**src/sv/iso_ms_pkg.sv**
```systemverilog
package iso_ms_pkg;

  // Default number of fraction digits kept toward the millisecond value.
  localparam int MS_DIGITS_DEF = 3;

  // Character codes seen by the parser.
  localparam logic [7:0] CH_ZERO  = 8'h30;
  localparam logic [7:0] CH_NINE  = 8'h39;
  localparam logic [7:0] CH_DASH  = 8'h2D;
  localparam logic [7:0] CH_T     = 8'h54;
  localparam logic [7:0] CH_COLON = 8'h3A;
  localparam logic [7:0] CH_DOT   = 8'h2E;

  // Which field of the timestamp the parser is working on.
  typedef enum logic [3:0] {
    PH_YEAR,
    PH_MONTH,
    PH_DAY,
    PH_HOUR,
    PH_MINUTE,
    PH_SECOND,
    PH_FRACTION,
    PH_IGNORE
  } field_phase_t;

  // Controller states: parsing, one state per arithmetic stage, then a finish state.
  typedef enum logic [2:0] {
    ST_PARSE,
    ST_ERA,
    ST_YOE,
    ST_DOE,
    ST_DAYS,
    ST_DSEC,
    ST_SECS,
    ST_FINISH
  } ctl_state_t;

  // Commands from the controller to the datapath.
  typedef struct packed {
    logic take;    // a character word is accepted this cycle
    logic finish;  // load the result register and clear the parser
  } iso_ms_cmd_t;

  // Separator that must close the given date or time field.
  function automatic logic [7:0] sep_char(field_phase_t ph);
    logic [7:0] c;
    unique case (ph)
      PH_YEAR, PH_MONTH: c = CH_DASH;
      PH_DAY:            c = CH_T;
      default:           c = CH_COLON;
    endcase
    return c;
  endfunction

  // Scale that pads the kept fraction digits out to milliseconds.
  function automatic logic [9:0] ms_scale(logic [1:0] kept);
    logic [9:0] s;
    unique case (kept)
      2'd0:    s = 10'd1000;
      2'd1:    s = 10'd100;
      2'd2:    s = 10'd10;
      default: s = 10'd1;
    endcase
    return s;
  endfunction

endpackage

```
**src/sv/iso_ms_ctrl.sv**
```systemverilog
module iso_ms_ctrl import iso_ms_pkg::*; (
  input  logic        clk,
  input  logic        rst,
  input  logic        char_valid,
  input  logic        last_char,
  input  logic        result_stall,
  output logic        char_stall,
  output logic        result_valid,
  output iso_ms_cmd_t cmd
);

  ctl_state_t state;
  ctl_state_t state_next;
  logic       result_valid_next;
  logic       out_free;

  // State and result flag registers.
  always_ff @(posedge clk) begin
    if (rst) begin
      state        <= ST_PARSE;
      result_valid <= 1'b0;
    end else begin
      state        <= state_next;
      result_valid <= result_valid_next;
    end
  end

  // The result register can take a new word when empty or being emptied.
  assign out_free = !result_valid || !result_stall;

  // Next state, commands and handshake outputs.
  always_comb begin
    state_next = state;
    char_stall = (state != ST_PARSE);
    cmd.take   = (state == ST_PARSE) && char_valid;
    cmd.finish = (state == ST_FINISH) && out_free;

    unique case (state)
      ST_PARSE: begin
        if (char_valid && last_char) begin
          state_next = ST_ERA;
        end
      end
      ST_ERA:  state_next = ST_YOE;
      ST_YOE:  state_next = ST_DOE;
      ST_DOE:  state_next = ST_DAYS;
      ST_DAYS: state_next = ST_DSEC;
      ST_DSEC: state_next = ST_SECS;
      ST_SECS: state_next = ST_FINISH;
      ST_FINISH: begin
        if (out_free) begin
          state_next = ST_PARSE;
        end
      end
      default: state_next = ST_PARSE;
    endcase

    // A new result sets the flag; a taken result clears it.
    if (cmd.finish) begin
      result_valid_next = 1'b1;
    end else if (result_valid && !result_stall) begin
      result_valid_next = 1'b0;
    end else begin
      result_valid_next = result_valid;
    end
  end

endmodule

```
**src/sv/iso_ms_dp.sv**
```systemverilog
module iso_ms_dp import iso_ms_pkg::*; #(
  parameter int MS_DIGITS = MS_DIGITS_DEF
) (
  input  logic               clk,
  input  logic               rst,
  input  logic [7:0]         char_code,
  input  iso_ms_cmd_t        cmd,
  output logic signed [48:0] epoch_ms,
  output logic               parse_ok
);

  // Reciprocals for the constant divisions by 400 and by 5.
  localparam logic [12:0] ERA_RECIP   = 13'd5243;
  localparam logic [13:0] DIV5_RECIP  = 14'd13108;

  // Parser state.
  field_phase_t phase, phase_next;
  logic [2:0]   digit_count, digit_count_next;
  logic [13:0]  year_acc, year_acc_next;
  logic [6:0]   month_acc, month_acc_next;
  logic [6:0]   day_acc, day_acc_next;
  logic [6:0]   hour_acc, hour_acc_next;
  logic [6:0]   minute_acc, minute_acc_next;
  logic [6:0]   second_acc, second_acc_next;
  logic [9:0]   fraction_acc, fraction_acc_next;
  logic [1:0]   fraction_digits_kept, fraction_digits_kept_next;
  logic         format_error, format_error_next;

  logic         is_digit;
  logic [3:0]   digit_value;
  logic [13:0]  acc_sel;
  logic [13:0]  acc_mac;
  logic [9:0]   frac_mac;
  logic [2:0]   max_digits;
  logic         write_acc;
  logic         ok_now;

  // Character classification and the multiply-by-ten accumulate.
  assign is_digit    = (char_code >= CH_ZERO) && (char_code <= CH_NINE);
  assign digit_value = is_digit ? char_code[3:0] : 4'd0;
  assign max_digits  = (phase == PH_YEAR) ? 3'd4 : 3'd2;

  always_comb begin
    unique case (phase)
      PH_YEAR:   acc_sel = year_acc;
      PH_MONTH:  acc_sel = {7'b0, month_acc};
      PH_DAY:    acc_sel = {7'b0, day_acc};
      PH_HOUR:   acc_sel = {7'b0, hour_acc};
      PH_MINUTE: acc_sel = {7'b0, minute_acc};
      default:   acc_sel = {7'b0, second_acc};
    endcase
  end

  assign acc_mac  = {acc_sel[10:0], 3'b0} + {acc_sel[12:0], 1'b0} + {10'b0, digit_value};
  assign frac_mac = {fraction_acc[6:0], 3'b0} + {fraction_acc[8:0], 1'b0}
                  + {6'b0, digit_value};

  // Parser next state for one character word.
  always_comb begin
    phase_next                = phase;
    digit_count_next          = digit_count;
    year_acc_next             = year_acc;
    month_acc_next            = month_acc;
    day_acc_next              = day_acc;
    hour_acc_next             = hour_acc;
    minute_acc_next           = minute_acc;
    second_acc_next           = second_acc;
    fraction_acc_next         = fraction_acc;
    fraction_digits_kept_next = fraction_digits_kept;
    format_error_next         = format_error;
    write_acc                 = 1'b0;

    if (cmd.take && !format_error) begin
      unique case (phase)
        PH_YEAR, PH_MONTH, PH_DAY, PH_HOUR, PH_MINUTE: begin
          if (is_digit) begin
            if (digit_count < max_digits) begin
              write_acc        = 1'b1;
              digit_count_next = digit_count + 3'd1;
            end else begin
              format_error_next = 1'b1;
            end
          end else if ((digit_count != 3'd0) && (char_code == sep_char(phase))) begin
            phase_next       = field_phase_t'(phase + 4'd1);
            digit_count_next = 3'd0;
          end else begin
            format_error_next = 1'b1;
          end
        end
        PH_SECOND: begin
          // A third seconds digit ends the seconds like any other tail.
          if (is_digit && (digit_count < 3'd2)) begin
            write_acc        = 1'b1;
            digit_count_next = digit_count + 3'd1;
          end else if (digit_count == 3'd0) begin
            format_error_next = 1'b1;
          end else if (char_code == CH_DOT) begin
            phase_next       = PH_FRACTION;
            digit_count_next = 3'd0;
          end else begin
            phase_next = PH_IGNORE;
          end
        end
        PH_FRACTION: begin
          if (is_digit) begin
            if (fraction_digits_kept < 2'(MS_DIGITS)) begin
              fraction_acc_next         = frac_mac;
              fraction_digits_kept_next = fraction_digits_kept + 2'd1;
            end
          end else begin
            phase_next = PH_IGNORE;
          end
        end
        default: begin
        end
      endcase
    end

    // Write the accumulated digit into the field being parsed.
    if (write_acc) begin
      unique case (phase)
        PH_YEAR:   year_acc_next   = acc_mac;
        PH_MONTH:  month_acc_next  = acc_mac[6:0];
        PH_DAY:    day_acc_next    = acc_mac[6:0];
        PH_HOUR:   hour_acc_next   = acc_mac[6:0];
        PH_MINUTE: minute_acc_next = acc_mac[6:0];
        default:   second_acc_next = acc_mac[6:0];
      endcase
    end

    // Once the result is loaded the parser starts over.
    if (cmd.finish) begin
      phase_next                = PH_YEAR;
      digit_count_next          = 3'd0;
      year_acc_next             = 14'd0;
      month_acc_next            = 7'd0;
      day_acc_next              = 7'd0;
      hour_acc_next             = 7'd0;
      minute_acc_next           = 7'd0;
      second_acc_next           = 7'd0;
      fraction_acc_next         = 10'd0;
      fraction_digits_kept_next = 2'd0;
      format_error_next         = 1'b0;
    end
  end

  // Parser registers.
  always_ff @(posedge clk) begin
    if (rst) begin
      phase                <= PH_YEAR;
      digit_count          <= 3'd0;
      year_acc             <= 14'd0;
      month_acc            <= 7'd0;
      day_acc              <= 7'd0;
      hour_acc             <= 7'd0;
      minute_acc           <= 7'd0;
      second_acc           <= 7'd0;
      fraction_acc         <= 10'd0;
      fraction_digits_kept <= 2'd0;
      format_error         <= 1'b0;
    end else begin
      phase                <= phase_next;
      digit_count          <= digit_count_next;
      year_acc             <= year_acc_next;
      month_acc            <= month_acc_next;
      day_acc              <= day_acc_next;
      hour_acc             <= hour_acc_next;
      minute_acc           <= minute_acc_next;
      second_acc           <= second_acc_next;
      fraction_acc         <= fraction_acc_next;
      fraction_digits_kept <= fraction_digits_kept_next;
      format_error         <= format_error_next;
    end
  end

  // The text matched when at least one seconds digit was seen without error.
  assign ok_now = !format_error &&
                  (((phase == PH_SECOND) && (digit_count != 3'd0)) ||
                   (phase == PH_FRACTION) || (phase == PH_IGNORE));

  // Stage 1: shifted year, era by reciprocal, month term, ms and time of day.
  logic               mon_le2;
  logic signed [14:0] yr;
  logic [25:0]        era_prod;
  logic signed [5:0]  era_c;
  logic [6:0]         mp;
  logic [13:0]        t_c;
  logic [19:0]        ms_prod;
  logic [18:0]        hms_c;

  assign mon_le2  = (month_acc <= 7'd2);
  assign yr       = $signed({1'b0, year_acc}) - $signed({14'b0, mon_le2});
  assign era_prod = 26'(yr[13:0]) * 26'(ERA_RECIP);
  assign era_c    = yr[14] ? -6'sd1 : $signed({1'b0, era_prod[25:21]});
  assign mp       = mon_le2 ? (month_acc + 7'd9) : (month_acc - 7'd3);
  assign t_c      = ({7'b0, mp} * 14'd153) + 14'd2;
  assign ms_prod  = {10'b0, fraction_acc} * {10'b0, ms_scale(fraction_digits_kept)};
  assign hms_c    = ({12'b0, hour_acc} * 19'd3600) + ({12'b0, minute_acc} * 19'd60)
                  + {12'b0, second_acc};

  logic signed [14:0] s1_yr;
  logic signed [5:0]  s1_era;
  logic [13:0]        s1_t;
  logic [9:0]         s1_ms;
  logic [18:0]        s1_hms;

  // Stage 2: year of era and day of year.
  logic signed [15:0] era400;
  logic signed [15:0] yoe_w;
  logic [27:0]        div5_prod;
  logic signed [12:0] doy_c;

  assign era400    = $signed({{10{s1_era[5]}}, s1_era}) * 16'sd400;
  assign yoe_w     = $signed({s1_yr[14], s1_yr}) - era400;
  assign div5_prod = 28'(s1_t) * 28'(DIV5_RECIP);
  assign doy_c     = $signed({1'b0, div5_prod[27:16]}) + $signed({6'b0, day_acc}) - 13'sd1;

  logic [8:0]         s2_yoe;
  logic signed [12:0] s2_doy;

  // Stage 3: day of era and the era offset in days.
  logic [17:0]        yoe365;
  logic [1:0]         cent;
  logic signed [18:0] doe_c;
  logic signed [23:0] erad_c;

  assign yoe365 = 18'(s2_yoe) * 18'd365;

  always_comb begin
    priority if (s2_yoe >= 9'd300) begin
      cent = 2'd3;
    end else if (s2_yoe >= 9'd200) begin
      cent = 2'd2;
    end else if (s2_yoe >= 9'd100) begin
      cent = 2'd1;
    end else begin
      cent = 2'd0;
    end
  end

  assign doe_c  = $signed({1'b0, yoe365}) + $signed({12'b0, s2_yoe[8:2]})
                - $signed({17'b0, cent}) + $signed({{6{s2_doy[12]}}, s2_doy});
  assign erad_c = $signed({{18{s1_era[5]}}, s1_era}) * 24'sd146097;

  logic signed [18:0] s3_doe;
  logic signed [23:0] s3_erad;

  // Stage 4: days since the epoch; stage 5: seconds of those days.
  logic signed [23:0] s4_days;
  logic signed [39:0] s5_dsec;
  logic signed [39:0] s6_secs;

  // Final step: seconds times 1000 as shifts, plus the milliseconds.
  logic [48:0] sx;
  logic [48:0] total;

  assign sx    = {{9{s6_secs[39]}}, s6_secs};
  assign total = {sx[38:0], 10'b0} - {sx[44:0], 4'b0} - {sx[45:0], 3'b0} + {39'b0, s1_ms};

  // Arithmetic stage registers run every cycle; the controller counts the depth.
  always_ff @(posedge clk) begin
    s1_yr   <= yr;
    s1_era  <= era_c;
    s1_t    <= t_c;
    s1_ms   <= ms_prod[9:0];
    s1_hms  <= hms_c;
    s2_yoe  <= yoe_w[8:0];
    s2_doy  <= doy_c;
    s3_doe  <= doe_c;
    s3_erad <= erad_c;
    s4_days <= s3_erad + $signed({{5{s3_doe[18]}}, s3_doe}) - 24'sd719468;
    s5_dsec <= $signed({{16{s4_days[23]}}, s4_days}) * 40'sd86400;
    s6_secs <= s5_dsec + $signed({21'b0, s1_hms});
  end

  // Result register.
  always_ff @(posedge clk) begin
    if (cmd.finish) begin
      epoch_ms <= ok_now ? $signed(total) : 49'sd0;
      parse_ok <= ok_now;
    end
  end

endmodule

```
**src/sv/iso8601_timestamp_to_epoch_ms.sv**
```systemverilog
// Converts an ISO-8601 UTC timestamp of the form YYYY-MM-DDTHH:MM:SS[.fff], sent one
// character word per cycle with last_char on the final one, into signed milliseconds
// since 1970-01-01T00:00:00Z and a parse_ok flag; epoch_ms is zero when parse_ok is
// clear. Characters are taken at one per cycle while char_stall is low. After the last
// character, char_stall stays high while a six-stage arithmetic pipeline (era by
// reciprocal, year of era, day of era, day count, seconds of those days, total seconds)
// and a final milliseconds step produce the result. The result sits in an output
// register; if that register is still full the block holds until the word is taken.
module iso8601_timestamp_to_epoch_ms import iso_ms_pkg::*; #(
  parameter int MS_DIGITS = MS_DIGITS_DEF
) (
  input  logic               clk,
  input  logic               rst,
  input  logic               char_valid,
  output logic               char_stall,
  input  logic [7:0]         char_code,
  input  logic               last_char,
  output logic               result_valid,
  input  logic               result_stall,
  output logic signed [48:0] epoch_ms,
  output logic               parse_ok
);

  iso_ms_cmd_t cmd;

  // Sequencer for parsing and the arithmetic pipeline.
  iso_ms_ctrl u_ctrl (
    .clk          (clk),
    .rst          (rst),
    .char_valid   (char_valid),
    .last_char    (last_char),
    .result_stall (result_stall),
    .char_stall   (char_stall),
    .result_valid (result_valid),
    .cmd          (cmd)
  );

  // Parser, date arithmetic and result register.
  iso_ms_dp #(
    .MS_DIGITS (MS_DIGITS)
  ) u_dp (
    .clk       (clk),
    .rst       (rst),
    .char_code (char_code),
    .cmd       (cmd),
    .epoch_ms  (epoch_ms),
    .parse_ok  (parse_ok)
  );

  // A failed parse always reports zero milliseconds.
  assert property (@(posedge clk) disable iff (rst)
    (result_valid && !parse_ok) |-> (epoch_ms == 49'sd0))
    else $error("invalid result carries a nonzero epoch value");

  // The last character of a timestamp holds off further characters.
  assert property (@(posedge clk) disable iff (rst)
    (char_valid && !char_stall && last_char) |=> char_stall)
    else $error("character accepted while the result is being computed");

  // A new result appears only at the end of a computation.
  assert property (@(posedge clk) disable iff (rst)
    $rose(result_valid) |-> $past(char_stall))
    else $error("result raised without a finished computation");

endmodule
```
**config.mk**
```make
export PLATFORM = sky130hd
export DESIGN_NAME = iso8601_timestamp_to_epoch_ms
export DESIGN_NICKNAME = d
export VERILOG_FILES = /design/src/sv/iso_ms_pkg.sv /design/src/sv/iso_ms_ctrl.sv /design/src/sv/iso_ms_dp.sv /design/src/sv/iso8601_timestamp_to_epoch_ms.sv
export SDC_FILE = /design/constraint.sdc
export NUM_CORES = 2
export LEC_CHECK = 0
export BUFFER_PORTS_ARGS = -buffer_cell sky130_fd_sc_hd__buf_2
export CORE_ASPECT_RATIO = 0.7
export CORE_UTILIZATION = 55
export CTS_CLUSTER_DIAMETER = 200
export DETAILED_ROUTE_END_ITERATION = 16
export PLACE_DENSITY = 0.74
export SYNTH_ARGS = -nofsm -noshare
export SYNTH_HDL_FRONTEND = slang
export SYNTH_SLANG_ARGS = --single-unit
```
**constraint.sdc**
```tcl
create_clock -name clk -period 6.7 [get_ports clk]
set_input_delay 0.67 -clock clk [delete_from_list [all_inputs] [get_ports clk]]
set_output_delay 0.67 -clock clk [all_outputs]
set_load 0.01 [all_outputs]
```
* Word-level counts from Yosys, hierarchy flattened
Cells that the tools add are included.
** Operators by class
- $add $sub $neg :: 25
- $mul :: 10
- $lt $le $gt $ge :: 9
- Equal/unequal tests :: 32
- Mux-type cells :: 43
- Bitwise logic cells :: 1
- Reductions and logical operators :: 39
** Operators by type and width (count)
- $sub A49 B49 Y49 :: 2
- $pmux W13 S5 :: 1
- $add A49 B10 Y49 :: 1
- $add A40 B20 Y40 :: 1
- $add A19 B13 Y19 :: 2
- $mul A24 B11 Y33 const B :: 1
- $pmux W10 S3 :: 1
- $mux W3 :: 9
- $mul A14 B12 Y26 const B :: 1
- $mul A14 B13 Y26 const B :: 1
- $add A24 B19 Y24 :: 1
- $mul A6 B19 Y24 const B :: 1
- $mux W4 :: 6
- $mux W8 :: 3
- $pmux W3 S8 :: 1
- $sub A24 B21 Y24 const B :: 1
- $add A18 B7 Y19 :: 1
- $add A19 B7 Y19 :: 1
- $sub A19 B3 Y19 :: 1
- $mul A9 B9 Y18 const B :: 1
- $eq A4 B3 Y1 const B :: 4
- $mul A7 B8 Y15 const B :: 1
- $sub A14 B1 Y15 :: 1
- $add A14 B14 Y14 :: 1
- other kinds (62) :: 115
** Word-level totals
- Register bits after elaboration :: 343
- Input bits :: 13
- Output and inout port bits :: 52
- Word-level logic and storage cells :: 187

* Depth between registers and ports, before layout
- Depth after elaboration :: 11
- Mapped depth :: 32

* By module
Synthesis repeated with hierarchy kept, for this count alone.
** Second synthesis, totals
- Cell total of the unflattened synthesis :: 3810
- Area, all modules :: 36289.8 µm²
** Modules (own cells, without submodules)
- iso_ms_dp :: times used 1, cells an instance 3778, area an instance 36020.8 µm², seq. area each 7287.0 µm²
- iso_ms_ctrl :: times used 1, cells an instance 32, area an instance 269.0 µm², seq. area each 80.1 µm²

* Worst setup path before layout
No wires, ideal clock.
- Kind :: register to register
- Start point :: register u_dp.month_acc[6]
- End point :: register u_dp.s1_era[4]
- Library setup time :: 0.132 ns
- Arrival :: 6.950 ns
- Required time :: 6.568 ns
- Path slack :: -0.383 ns
- Stages on the path, launching flop included :: 28
- Path buffers :: 0
- Clock period less this slack :: 7.083 ns
- Cells stage by stage :: dfxtp_1 > or4_1 > nor3_1 > ha_1 > ha_1 > nor3b_1 > xnor2_1 > inv_1 > nand2_1 > xnor2_1 > inv_1 > fa_1 > inv_1 > fa_1 > inv_1 > fa_1 > fa_1 > inv_1 > ha_1 > a2111oi_0 > nand2_1 > a21oi_1 > a2111oi_0 > o21a_1 > o31a_1 > o21ai_0 > a21oi_1 > or3b_2
** On the way
- Word-level cells in the longest chain between the ends :: 3
** Ends and longest elaborated chain
- start, declared :: line iso_ms_dp.sv:20 : logic [6:0] month_acc, month_acc_next;
- start signal, assigned :: line iso_ms_dp.sv:165 : month_acc <= month_acc_next;
- $le A7 B2 Y1 :: line iso_ms_dp.sv:191 : assign mon_le2 = (month_acc <= 7'd2);
- $sub A14 B1 Y15 :: line iso_ms_dp.sv:192 : assign yr = $signed({1'b0, year_acc}) - $signed({14'b0, mon_le2});
- named net u_dp.yr[8] :: line iso_ms_dp.sv:183 : logic signed [14:0] yr;
- $mul A14 B13 Y26 :: line iso_ms_dp.sv:193 : assign era_prod = 26'(yr[13:0]) * 26'(ERA_RECIP);
- end signal, assigned :: line iso_ms_dp.sv:263 : s1_era <= era_c;
- end, declared :: line iso_ms_dp.sv:202 : logic signed [5:0] s1_era;
The timed path passes the listed nets, and every way through them passes these cells.
A chain may end at the register's enable or synchronous reset.

* Final worst setup path
- Start point :: register u_dp.month_acc[6]
- End point :: register u_dp.s1_era[3]
** On the way
- Word-level cells in the longest chain between the ends :: 3
** Ends and longest elaborated chain (line)
- $le A7 B2 Y1 * :: iso_ms_dp.sv:191
- $sub A14 B1 Y15 * :: iso_ms_dp.sv:192
- $mul A14 B13 Y26 :: iso_ms_dp.sv:193
Every way passes the cells marked *; elsewhere a longest branch is shown, timed or not.

==> parameters.txt <==
Parameter                              Value

Timing
  RSZ-0062 raised after global routing    yes
  Total count of hold-check failures in the final report    0
  WHS    322.3 ps
  Worst slew margin relative to its limit    0.3539
  Worst Max-Slew Pin Slew    968.1 ps
  Period utilization    1.008
  Maximum clock skew at final layout    30.36 ps
  Highest clock rate    0.1481 GHz
  Crit path time final    6751 ps
  Total setup violations reported at the end of the flow    2
  Pins over their slew limit    0
  Min setup slack post-route    -50.71 ps

Critical path
  Data required time of the critical path    around 7200 ps
  Category of the most critical setup path    reg2reg
  Slowest cell on the critical path    sky130_fd_sc_hd__fa_1
  Kind of end point of the critical path    flip-flop
  CP startpoint kind    flip-flop
  CP Data Arrival Time    between 7000 and 8000 ps
  Worst setup slack for register-to-register paths    -50 ps
  Max Fanout on Critical Path    3
  Maximum cell stage delay along the critical path    570 ps

Synthesis
  Netlist area before placement    0.03590 mm^2
  Gate count after technology mapping    3,720
  Top cell type's share of synthesized area    0.2572
  Mean instance size in the synthesized netlist    between 9 and 10 um^2
  Most area-consuming cells after synthesis    sky130_fd_sc_hd__ha_1 (26%), sky130_fd_sc_hd__fa_1 (19%), sky130_fd_sc_hd__dfxtp_1 (16%)
  Top cells by count, synth    sky130_fd_sc_hd__inv_1 (751), sky130_fd_sc_hd__ha_1 (738), sky130_fd_sc_hd__fa_1 (337)
  Number of storage elements in the synthesis netlist    343
  Commonest register cell after synthesis    sky130_fd_sc_hd__dfxtp_1
  Post-Synthesis Net Count    roughly 4,800
  Number of flops mapped to enable cells by yosys    50
  Post-synthesis sequential area ratio    0.2052
  Yosys top cell by area    sky130_fd_sc_hd__ha_1
  Ys Warns    0
  Share of flip-flops with an asynchronous set or reset    0
  Number of distinct library cell variants in the gate-level netlist after synthesis    between 70 and 80
  Top-count cell post-synth    sky130_fd_sc_hd__inv_1

Status
  Violations in the final reports    negative setup slack
  Outcome    complete, but fails checks

CTS
  Number of levels in the clock H-tree    2
  Number of buffers inserted during clock tree synthesis    39
  Clock tree sinks    343
  Root buffer cell    sky130_fd_sc_hd__clkbuf_16
  Clock input transition at the sequential cells of the worst setup and hold paths    around 60 ps
  Worst-skew pair later-pin latency    580 ps
  Hold-fix buffers at CTS    0
  Largest buffer count on any clock path    3
  CTS tree    done

Global routing
  Maximum number of pins on one net before global-route repair    54
  Via count of the first global-routing pass    approximately 25,000
  Antenna violations before repair    0
  First-pass GRT wire length    120,800 um
  Total grt overflow    0
  Global-route usage over all layers    0.2216

Drt
  First-pass DRT Iterations    5
  Total via count after detailed routing    24,940
  Average wire length per cell after detail routing    roughly 15 um
  Initial drt markers    about 1,500
  Routed vias/inst    around 5.2
  DRC violations left    0
  Remaining antenna violation count after routing    0
  Total Wirelength    slightly above 70,000 um

Final layout
  Filler Cells Inserted    5,204
  Final nets    ~5,000
  Layout Area Growth over Synthesis    11.23%
  Fraction of layout instances using a drive strength above 1    0.09052

Floorplanning
  Die Width    307.3 um
  Core box area    0.06378 mm^2
  Count of standard-cell rows    77
  Boundary pin count    65
  Area enclosed by the die boundary    0.06631 mm^2
  Die height    215.7 um
  Starting utilization of the core area    0.5628

Hold path
  Tightest Hold Check Type    reg2reg

Placed design
  Final GP Congestion    0.9219
  Count of input and output buffers    64
  Sum of net half-perimeters after detailed placement    between 50,000 and 60,000 um

Job
  Total of max-cap violations    0
stage by stage:
step                setup WS [ps]  area [um^2]  std cells  utilization  setup TNS (ps)
global route               -281.4        39920       4802       0.6260          -659.3
CTS                        -96.36        39550       4790       0.6201          -96.36
floorplan                   5.941        35930       3720            -               0
detailed placement         -451.1        37920       4711       0.5946           -1067
global placement           -326.2        37920       4711       0.5946          -521.8
finish                     -50.71        39930       4803       0.6260          -61.45
cells in the final DEF (no fill, tap or decap), types with 15 or more instances in the layout:
master	n
sky130_fd_sc_hd__buf_2	64
sky130_fd_sc_hd__o21ai_0	84
sky130_fd_sc_hd__and3_1	17
sky130_fd_sc_hd__nand3_1	34
sky130_fd_sc_hd__o21bai_1	45
sky130_fd_sc_hd__dfxtp_1	287
sky130_fd_sc_hd__a211oi_1	16
sky130_fd_sc_hd__a21o_1	69
sky130_fd_sc_hd__fa_1	335
sky130_fd_sc_hd__inv_1	732
sky130_fd_sc_hd__nor2_1	251
sky130_fd_sc_hd__clkbuf_16	41
sky130_fd_sc_hd__ha_1	719
sky130_fd_sc_hd__ha_4	15
sky130_fd_sc_hd__a21oi_1	157
sky130_fd_sc_hd__and2_1	38
sky130_fd_sc_hd__nand2_1	109
sky130_fd_sc_hd__nor2b_1	33
sky130_fd_sc_hd__xnor2_1	198
sky130_fd_sc_hd__o21a_1	25
sky130_fd_sc_hd__inv_2	19
sky130_fd_sc_hd__nand4_1	17
sky130_fd_sc_hd__nand2b_1	26
sky130_fd_sc_hd__nor3_1	43
sky130_fd_sc_hd__mux2i_1	67
sky130_fd_sc_hd__xor2_1	75
sky130_fd_sc_hd__edfxtp_1	50
sky130_fd_sc_hd__buf_4	104
critical path, delay by kind of cell (launching register included):
family | cells | cell delay [ps]
flip-flops | 1 | 330
adder cells (fa/ha/maj) | 7 | 2730
XOR/XNOR | 1 | 100
buffers and inverters | 7 | 590
AND/OR/NAND/NOR | 8 | 1770
AO/OA/AOI/OAI | 6 | 1090
cell type report:
type	count	area, um^2	area share
Clock buffer	58	1184	0.02965
Inverter	751	2819	0.07060
Antenna cell	1	2.502	0.00006268
Tap cell	869	1087	0.02723
Sequential cell	343	7380	0.1848
Clock inverter	13	180.2	0.004513
Timing Repair Buffer	174	1177	0.02949
Multi-Input combinational cell	2594	26100	0.6536
state kept, by name, indices dropped and copies added, names as in the netlist, 9 cells and up:
signal / count
u_dp.epoch_ms: 49
u_dp.s6_secs: 40
u_dp.s5_dsec: 33
u_dp.s3_erad: 24
u_dp.s4_days: 24
u_dp.s1_hms: 19
u_dp.s3_doe: 19
u_dp.s1_t: 14
u_dp.year_acc: 14
u_dp.s2_doy: 13
u_dp.fraction_acc: 10
u_dp.s1_ms: 10
u_dp.s1_yr: 9
u_dp.s2_yoe: 9
kinds of logic after synthesis:
kind of cell               Yosys count  synth area share
adders and majority gates         1075            0.4452
buffers and inverters              783           0.08198
AOI/OAI and AO/OA                  532           0.09589
xor gates and xnor gates           280           0.06832
muxes                               68           0.01900
and+or+nand+nor                    639           0.08439
DFF                                343            0.2052
worst paths after layout:
| check | from | end | cells after the start |
|---|---|---|---|
| worst max-delay path | u_dp.month_acc[6] | u_dp.s1_era[3] | 29 |
| worst min-delay path | u_dp.s1_hms[5] | u_dp.s6_secs[5] | 0 |
| worst max register to register | u_dp.month_acc[6] | u_dp.s1_era[3] | 29 |
| worst min register to register | u_dp.s1_hms[5] | u_dp.s6_secs[5] | 0 |
layer usage:
| layer | vias to the layer above | track usage | part of all wire |
|---|---|---|---|
| met5 | - | 0 | 0 |
| met1 | 11820 | 0.3387 | 0.51 |
| met3 | 72 | 0.03280 | 0.052 |
| met4 | 0 | 0.04080 | 0.014 |
| met2 | 437 | 0.3320 | 0.42 |
| li1 | 12610 | - | - |
repair_timing:
| item | CTS | global route |
|---|---|---|
| pin swaps | 22 | 64 |
| cloned | 0 | 0 |
| setup buffers | 9 | 12 |
| resized for setup | 42 | 69 |
| endpoints found under the hold margin | 0 | 0 |
| setup endpoints to repair | 5 | 8 |
Power is left out: the tool's default activity adds up to more than one toggle a clock period on the data nets, which glitch-free logic cannot reach.
